$ cat config.mk
export PLATFORM = sky130hd
export DESIGN_NAME = tabh_ctrl
export DESIGN_NICKNAME = d
export VERILOG_FILES = /design/src/sv/tabh_pkg.sv /design/src/sv/tabh_ctrl.sv
export SDC_FILE = /design/constraint.sdc
export NUM_CORES = 1
export LEC_CHECK = 0
export BUFFER_PORTS_ARGS = -buffer_cell sky130_fd_sc_hd__buf_2
export CORE_MARGIN = 5
export CORE_UTILIZATION = 50
export DETAILED_ROUTE_END_ITERATION = 10
export PLACE_DENSITY = 0.88
export SLEW_MARGIN = 40
export SYNTH_ARGS = -nofsm -noshare
export SYNTH_HDL_FRONTEND = slang
export SYNTH_SLANG_ARGS = --single-unit
export TNS_END_PERCENT = 50
$ cat constraint.sdc
create_clock -name clk -period 1.9 [get_ports clk]
set_input_delay 0.285 -clock clk [delete_from_list [all_inputs] [get_ports clk]]
set_output_delay 0.285 -clock clk [all_outputs]
set_load 0.02 [all_outputs]
$ cat src/sv/tabh_pkg.sv
package tabh_pkg;

  localparam int ScoreWidth = 48;
  localparam int ConflictWidth = 32;
  localparam int DecisionWidth = 40;
  localparam int TwentySteps = 5;

  typedef logic signed [ScoreWidth-1:0] score_t;

  // Commands from the controller to the datapath.
  typedef struct packed {
    logic load;      // capture the input transaction
    logic log_init;  // set up the log2 mantissa
    logic log_step;  // produce one fraction bit
    logic div_init;  // start the reward division
    logic div_step;  // one quotient bit
    logic upd_init;  // form the score update numerator
    logic [TwentySteps-1:0] tw_stage;  // one stage of the divide by twenty
    logic upd_done;  // round and saturate the new score
    logic fat_init;  // start the fatigue loop
    logic fat_mul;   // 19*s + 10
    logic fat_fix;   // apply floor correction of one fatigue step
    logic decide;    // compare and commit the arm choice
  } tabh_cmd_t;

  // Status from the datapath to the controller.
  typedef struct packed {
    logic fat_last;  // no more fatigue steps are needed
  } tabh_sts_t;

endpackage

$ cat src/sv/tabh_ctrl.sv
module tabh_ctrl
  import tabh_pkg::*;
#(
  parameter int FractionBits = 32
) (
  input  logic      clk,
  input  logic      rst,
  input  logic      in_fire,
  input  logic      out_fire,
  input  tabh_sts_t sts,
  output tabh_cmd_t cmd,
  output logic      busy,
  output logic      out_valid
);

  localparam logic [3:0] S_IDLE = 4'd0;
  localparam logic [3:0] S_LOGI = 4'd1;
  localparam logic [3:0] S_LOG  = 4'd2;
  localparam logic [3:0] S_DIVI = 4'd3;
  localparam logic [3:0] S_DIV  = 4'd4;
  localparam logic [3:0] S_UMUL = 4'd5;
  localparam logic [3:0] S_UDV  = 4'd6;
  localparam logic [3:0] S_UEND = 4'd7;
  localparam logic [3:0] S_FCHK = 4'd8;
  localparam logic [3:0] S_FMUL = 4'd9;
  localparam logic [3:0] S_FDV  = 4'd10;
  localparam logic [3:0] S_FFIX = 4'd11;
  localparam logic [3:0] S_DEC  = 4'd12;
  localparam logic [3:0] S_OUT  = 4'd13;

  // Widest bit loop is the 64-bit reward division.
  localparam int CntW = 7;
  localparam int DivBits = 64;

  logic [3:0] state, state_next;
  logic [CntW-1:0] cnt, cnt_next;

  // State register and step counter.
  always_ff @(posedge clk) begin
    if (rst) begin
      state <= S_IDLE;
      cnt   <= '0;
    end else begin
      state <= state_next;
      cnt   <= cnt_next;
    end
  end

  // Sequencing of the log2, divide, update and fatigue loops.
  always_comb begin
    state_next = state;
    cnt_next   = cnt;
    cmd        = '0;
    unique case (state)
      S_IDLE: begin
        if (in_fire) begin
          cmd.load   = 1'b1;
          state_next = S_LOGI;
        end
      end
      S_LOGI: begin
        cmd.log_init = 1'b1;
        cnt_next     = '0;
        state_next   = S_LOG;
      end
      S_LOG: begin
        cmd.log_step = 1'b1;
        cnt_next     = cnt + 1'b1;
        if (cnt == CntW'(FractionBits - 1)) state_next = S_DIVI;
      end
      S_DIVI: begin
        cmd.div_init = 1'b1;
        cnt_next     = '0;
        state_next   = S_DIV;
      end
      S_DIV: begin
        cmd.div_step = 1'b1;
        cnt_next     = cnt + 1'b1;
        if (cnt == CntW'(DivBits - 1)) state_next = S_UMUL;
      end
      S_UMUL: begin
        cmd.upd_init = 1'b1;
        cnt_next     = '0;
        state_next   = S_UDV;
      end
      S_UDV: begin
        cmd.tw_stage = {{(TwentySteps-1){1'b0}}, 1'b1} << cnt;
        cnt_next     = cnt + 1'b1;
        if (cnt == CntW'(TwentySteps - 1)) state_next = S_UEND;
      end
      S_UEND: begin
        cmd.upd_done = 1'b1;
        cmd.fat_init = 1'b1;
        state_next   = S_FCHK;
      end
      S_FCHK: begin
        if (sts.fat_last) state_next = S_DEC;
        else state_next = S_FMUL;
      end
      S_FMUL: begin
        cmd.fat_mul = 1'b1;
        cnt_next    = '0;
        state_next  = S_FDV;
      end
      S_FDV: begin
        cmd.tw_stage = {{(TwentySteps-1){1'b0}}, 1'b1} << cnt;
        cnt_next     = cnt + 1'b1;
        if (cnt == CntW'(TwentySteps - 1)) state_next = S_FFIX;
      end
      S_FFIX: begin
        cmd.fat_fix = 1'b1;
        state_next  = S_FCHK;
      end
      S_DEC: begin
        cmd.decide = 1'b1;
        state_next = S_OUT;
      end
      S_OUT: begin
        if (out_fire) state_next = S_IDLE;
      end
      default: state_next = S_IDLE;
    endcase
  end

  assign busy      = (state != S_IDLE);
  assign out_valid = (state == S_OUT);

`ifndef NO_ASSERTIONS
  a_load_idle: assert property (@(posedge clk) disable iff (rst)
    cmd.load |-> !busy) else $error("load outside idle");
  a_out_hold: assert property (@(posedge clk) disable iff (rst)
    out_valid && !out_fire |=> out_valid) else $error("result dropped");
  a_after_out: assert property (@(posedge clk) disable iff (rst)
    out_fire |=> !busy) else $error("no return to idle");
`endif

endmodule

# --- Word level (Yosys, flattened, before mapping) ---
# Index checks and enable logic that the tools add are counted.
# Widths: inputs -> output; s select.
word_totals:
  reg_bits: 11
  inputBits: 5
  out_inout_bits: 18
  word_cells: 55
classes:
  add_sub_neg: 1
  n_eq_ne: 22
  shifts: 1
  mux: 21
  n_reduce_logical: 8
ops:
  columns: ["cell", "n"]
  rows:
  - ["$pmux 4 s13", 1]
  - ["$eq 4x4->1 const B", 6]
  - ["$mux 4", 6]
  - ["$eq 4x3->1 const B", 4]
  - ["$pmux 7 s2", 1]
  - ["$ne 2x2->1 const B", 6]
  - ["$mux 1", 10]
  - ["$eq 4x2->1 const B", 2]
  - ["$reduce_or 4->1", 2]
  - ["$add 7x1->7 const B", 1]
  - ["$eq 7x3->1 const B", 1]
  - ["$eq 7x5->1 const B", 1]
  - ["$eq 7x6->1 const B", 1]
  - ["$shl 1x7->5 const A", 1]
  - ["$reduce_and 6->1", 1]
  - ["$mux 5", 1]
  - ["$eq 4x1->1 const B", 1]
  - ["$logic_not 4->1", 1]
  - ["$reduce_bool 4->1", 1]
  - ["$reduce_or 2->1", 2]
  - ["$mux 3", 1]
  - ["$mux 2", 1]
  - ["$reduce_bool 2->1", 1]

# --- Logic depth before layout (Yosys ltp) ---
# Gate-level depths: netlist of the first run.
depth:
  ltp_word: 3
  mapped_depth: 7
  ltp_nobuf: 6

# --- Worst setup path after synthesis of the first run ---
# No wires, ideal clock.
synth_path:
  path_type: "flip-flop to output port"
  from: "reg state[3]"
  to: "out cmd[9] in the netlist's numbering"
  arrival_ps: 1831
  path_slack_ps: -216
  stages_incl_launch_ff: 6
  cell_sequence: "dfxtp_1 -> clkbuf_1 -> buf_2 -> xor2_1 -> nand4_1 -> nor4b_1"
synth_rtl:
  columns: ["element", "line", "source"]
  rows:
  - ["start, declared", "tabh_ctrl.sv:35", "logic [3:0] state, state_next;"]
  - ["start signal, assigned", "tabh_ctrl.sv:44", "state <= state_next;"]
  - ["end, declared", "tabh_ctrl.sv:11", "output tabh_cmd_t cmd,"]

==> results_dict.tcl, run 1 <==
set metrics [dict create \
    cts_tree "built" \
    max_stage_delay_ns 0.37 \
    die_area_um2 2600 \
    slowest_stage "dfxtp_4" \
    globalRouteMet1Util_pct 19.0 \
    setup_tns_ns -0.500 \
    drt-initial-drc-count 31 \
    grt_busiest_layer "met2" \
    synth_fp_nets 126 \
    path_buf_inv 2 \
    io_pins 23 \
    drc 0 \
    powerDensity_nw_per_um2 1190 \
    dr_total_vias 1012 \
    max_freq_ghz 0.478 \
    gp_congestion 0.844 \
    yosysTopAreaCell "dfxtp_1" \
    clock-sinks 11 \
    yosys.area.top_type_share_pct 26.2 \
    fin_nets 155 \
    syn-cell-area_um2 840 \
    grt_pass1_wl_mm 3.77 \
    violations "negative setup slack" \
    grt_max_degree 13 \
    grt_use_met2_pct 34.1 \
    maxCapViolCount 0 \
    worst_skew_pair.late_latency_ns 0.28 \
    synth.area.top_cells "dfxtp_1 26%, nor2_1 10%, a21oi_1 7.2%, nand2b_1 3.7%, and3_1 3.0%" \
    avgSynthCellArea_um2 7.06 \
    wire_per_inst_um 15.2 \
    area_growth_syn_to_layout_pct 27.4 \
    ant_nets 0 \
    end_kind "output pin" \
    initial_core_util_pct 54.5 \
    fillers 128 \
    io_buffers 22 \
    antenna_found_initial 0 \
    synth_most_common_cell "nor2_1" \
    ys_top_cells_by_count "23 x nor2_1, 12 x a21oi_1, 11 x dfxtp_1" \
    crit_type "flip-flop to output pin" \
    firstDrtPassIters 4 \
    drv_slew 0 \
    wl_mm 2.47 \
    start_kind "flip-flop" \
    die_width_um 51.0 \
    clockBufferDepth 2 \
    crit_chain "nor4_4 -> nand4_1 -> buf_4 -> nor4_2 -> buf_2" \
    synth-edff-count 0 \
    grt_use_met3_pct 2.62 \
    layout_min_cycle_time_ns 2.09 \
    status "complete, but fails checks" \
    numCtsBuffers 3 \
    n_antenna_cell 0 \
    layout-drive-gt1-share_pct 32.0 \
    worst_pin_slew_ns 0.521 \
    peakVddDrop_uv 796 \
    num_rows 14 \
    ys.flop_type "dfxtp_1" \
    synth-seq-area-share_pct 26.2 \
    hold_violations 0 \
    grt_pass1_vias 879 \
    rsz0062_at_grt "true" \
    slew-limit-headroom_pct 65.3 \
    fin_crit_sh_pct 110 \
    dpl.hpwl_mm 1.75 \
    ys_ff_latch 11 \
    netlist_instances 119 \
    setup_viol 4 \
    htreeDepth 1 \
    vias_per_cell 6.21 \
    crit_arrival_ns 1.81 \
    post_synth_num_cell_types 34 \
    ctsRootBufferMaster "clkbuf_4" \
    critPathTopFamily "simple AND/OR/NAND/NOR gates" \
    dp_slack_ns 0.0676 \
    hold_class "primary input to flip-flop" \
    chipHeight_um 51.0 \
    grt.total_usage_pct 18.5 \
    path_clk_slew_ns 0.08 \
    p_leak_nw 0.457 \
    worst_ep_required_time_ns 1.62 \
    yosys_warnings 0 \
    fin_ws_ns -0.193 \
    path_max_fanout 6 \
    design.core.area_um2 1540 \
    gr-total-overflow 0 \
    ys_async_sr_fraction_pct 0 \
    cts_hold_buffers 0 \
    finalClockSkew_ns 0.0109 \
]
-- where the power goes --
part / total, W / switching, W / internal (W)
clock: 0.000163 / 0.0000820 / 0.0000814
sequential: 0.000360 / 0.0000901 / 0.000270
combinational: 0.000750 / 0.000455 / 0.000295
-- area by class of cell --
| type | instances | area, µm² | share of cell area, % |
|---|---|---|---|
| multi-input cells | 94 | 578 | 54.0 |
| flip-flops and latches | 11 | 233 | 21.8 |
| inverters | 6 | 22.5 | 2.11 |
| well taps | 16 | 20.0 | 1.87 |
| clock buffers | 4 | 26.3 | 2.46 |
| repair buffers | 32 | 190 | 17.8 |
-- cell families (layout without fill, tap and decap cells) --
logic type      Yosys count  in the layout  synth area share [%]
simple gates             62             62                  40.2
compound gates           28             28                  21.3
buf+inv                  14             42                  7.15
flops                    11             11                  26.2
fa+ha+maj                 2              2                  2.98
xor+xnor                  2              2                  2.09
-- worst paths after layout --
check / startpoint / endpoint / slack, ns / cells past startpoint
setup / recovery: cnt[4] / cmd[6] / -0.19 / 5
hold / removal: rst / cnt[1] / 0.32 / 2
setup reg to reg: cnt[1] / state[2] / 0.17 / 6
hold reg to reg: cnt[4] / cnt[4] / 0.54 / 2
-- timing repair --
action,CTS,global route
setup buffers,2,2
setup endpoints to repair,6,6
cloned,0,0
pin swaps,4,4
resized for setup,6,6
-- placed cells by master (no fill, tap or decap), types with 3 or more instances in the layout --
cell type and count:
nor2_1 23, buf_2 20, a21oi_1 12, buf_4 12, inv_1 6, nand2b_1 5, nand2_1 5, nor3_1 5
o21ai_0 5, dfxtp_1 5, nand4_1 4, and3_1 4, dfxtp_2 4, nand3b_1 3, clkbuf_4 3
-- metal layers --
metal / vias to the layer above / routed length, µm
li1: 490 / -
met1: 459 / 943
met2: 50 / 1190
met3: 13 / 197
met4: 0 / 141
met5: - / 0
-- sequential cells by signal, indices dropped and copies added, names as in the netlist --
register	flops
cnt	7
state	4
-- stage by stage --
step / cell area (µm²) / hold WS, ns / instances / total power [W] / util (%)
6_report: 1070 / 0.319 / 163 / 0.00127 / 69.4
5_1_grt: 1070 / 0.316 / 163 / 0.00138 / 69.4
4_1_cts: 1030 / 0.314 / 161 / 0.00126 / 67.1
3_5_place_dp: 983 / 0.574 / 155 / 0.00109 / 63.8
3_3_place_gp: 983 / 0.533 / 155 / 0.00107 / 63.8
2_1_floorplan: 846 / 0.403 / 119 / 0.000852 / -
Note: power is estimated with default switching activity, not from simulation.
==> run 2: changes to the inputs <==
--- a/config.mk
+++ b/config.mk
@@ -9,7 +9,7 @@
 export CORE_MARGIN = 5
 export CORE_UTILIZATION = 50
 export DETAILED_ROUTE_END_ITERATION = 10
-export PLACE_DENSITY = 0.88
+export PLACE_DENSITY = 0.77
 export SLEW_MARGIN = 40
 export SYNTH_ARGS = -nofsm -noshare
 export SYNTH_HDL_FRONTEND = slang
==> results_dict.tcl, run 2 (synthesis results as in run 1) <==
set metrics [dict create \
    status "complete, but fails checks" \
    violations "negative setup slack" \
    finalClockSkew_ns 0.00224 \
    layout_min_cycle_time_ns 1.91 \
    die_area_um2 2600 \
    grt_pass1_wl_mm 3.93 \
    io_pins 23 \
    io_buffers 22 \
    p_sw_share_pct 49.3 \
    end_kind "output pin" \
    antenna_found_initial 0 \
    start_kind "flip-flop" \
    firstDrtPassIters 4 \
    clockBufferDepth 2 \
    ctsRootBufferMaster "clkbuf_4" \
    max_freq_ghz 0.523 \
    layout-drive-gt1-share_pct 32.0 \
    final_area_um2 1070 \
    design.core.area_um2 1540 \
    grt_pass1_vias 871 \
    worst_ep_required_time_ns 1.62 \
    slew-limit-headroom_pct 62.5 \
    area_growth_syn_to_layout_pct 27.6 \
    vias_per_cell 6.26 \
    p_switching_w 0.000622 \
    path_max_fanout 5 \
    hold_class "primary input to flip-flop" \
    p_clk_share_pct 12.9 \
    peakVddDrop_uv 841 \
    min_to "state[3]" \
    chipHeight_um 51.0 \
    n_antenna_cell 0 \
    layout_commonest_cell "nor2_1" \
    reg2reg_slack_ns 0.14 \
    rsz0062_at_grt "true" \
    r2r_cells 6 \
    r2r_start "cnt[1]" \
    worst_skew_pair.late_latency_ns 0.28 \
    numCtsBuffers 3 \
    fin_nets 155 \
    crit_type "flip-flop to output pin" \
    fin_ws_ns -0.0111 \
    layout_common_cells "23 x nor2_1, 21 x buf_2, 12 x a21oi_1" \
    dpl_cell_area_um2 991 \
    dp_slack_ns 0.146 \
    die_width_um 51.0 \
    powerDensity_nw_per_um2 1180 \
    drc 0 \
    p_int_w 0.000639 \
    wl_mm 2.43 \
    largest_register_ffs 7 \
    gp_congestion 0.855 \
    hold_violations 0 \
    drt-initial-drc-count 28 \
    p_comb_share_pct 58.2 \
    min-delay-start "rst" \
    maxCapViolCount 0 \
    holdPathStages 2 \
    crit_arrival_ns 1.63 \
    clock-sinks 11 \
    top_register "cnt" \
    setup_tns_ns -0.0111 \
    worst_pin_slew_ns 0.562 \
    r2r-end "state[2]" \
    power_w 0.00126 \
    grt.total_usage_pct 19.1 \
    grt_max_degree 17 \
    reg_top3 "cnt (7), state (4)" \
    wire_per_inst_um 14.9 \
    fin_crit_sh_pct 101 \
    dpl.hpwl_mm 1.73 \
    p_leak_nw 0.457 \
    setup_viol 1 \
    htreeDepth 1 \
    ant_nets 0 \
    path_clk_slew_ns 0.07 \
    p_seq_share_pct 28.9 \
    dr_total_vias 1020 \
    initial_core_util_pct 54.5 \
    drv_slew 0 \
    gr-total-overflow 0 \
    cts_tree "built" \
    num_rows 14 \
]
==> run 2: layout make-up <==
type | instances | area [µm²]
timing repair buffer | 32 | 188
fill | 128 | 470
tap | 16 | 20.0
multi-input combinational | 94 | 581
sequential | 11 | 234
inverter | 6 | 22.5
clock buffer | 4 | 26.3
==> run 2: timing repair <==
item / CTS / global route
setup buffers: 2 / 1
setup endpoints to repair: 5 / 13
hold buffers: 0 / 0
resized for setup: 4 / 8
pin swaps: 3 / 1
==> run 2: worst max-delay path by stage <==
stage / startpoint / endpoint / slack, ns / cells after the start
floorplan: state[3] / cmd[5] / -0.09 / 5
global placement: cnt[6] / cmd[9] / 0.18 / 4
detailed placement: cnt[1] / state[2] / 0.15 / 6
CTS: cnt[5] / cmd[9] / -0.02 / 4
global route: cnt[5] / cmd[6] / -0.09 / 5
finish: cnt[5] / cmd[6] / -0.01 / 5
==> run 2: worst max-delay path, cell delays in order (launching register included) <==
cell,delay (ns)
dfxtp_4,0.36
nor4_4,0.30
nand4_1,0.13
buf_4,0.18
nor4_1,0.16
buf_2,0.21
==> run 2: through the flow <==
stage,util (%),cells,hold WS (ns)
after detailed placement,64.3,156,0.560
after global routing,69.5,163,0.333
after floorplan,-,119,0.403
after CTS,67.4,162,0.323
after global placement,64.3,156,0.533
final,69.5,163,0.331
==> run 2: metal layers <==
metal / share of wire (%) / GRT usage [%] / up-vias
met3: 8.7 / 4.94 / 8
met1: 41 / 24.1 / 470
li1: - / - / 488
met4: 2.8 / 7.66 / 0
met5: 0 / 0 / -
met2: 48 / 30.6 / 54
==> run 2: power by group through the flow <==
stage          Combinational (W)  Sequential, W  Clock [W]
6_report                0.000733       0.000365   0.000163
4_1_cts                 0.000713       0.000356   0.000170
3_5_place_dp            0.000711       0.000363          0
5_1_grt                 0.000801       0.000378   0.000182
3_3_place_gp            0.000686       0.000360          0
2_1_floorplan           0.000529       0.000323          0
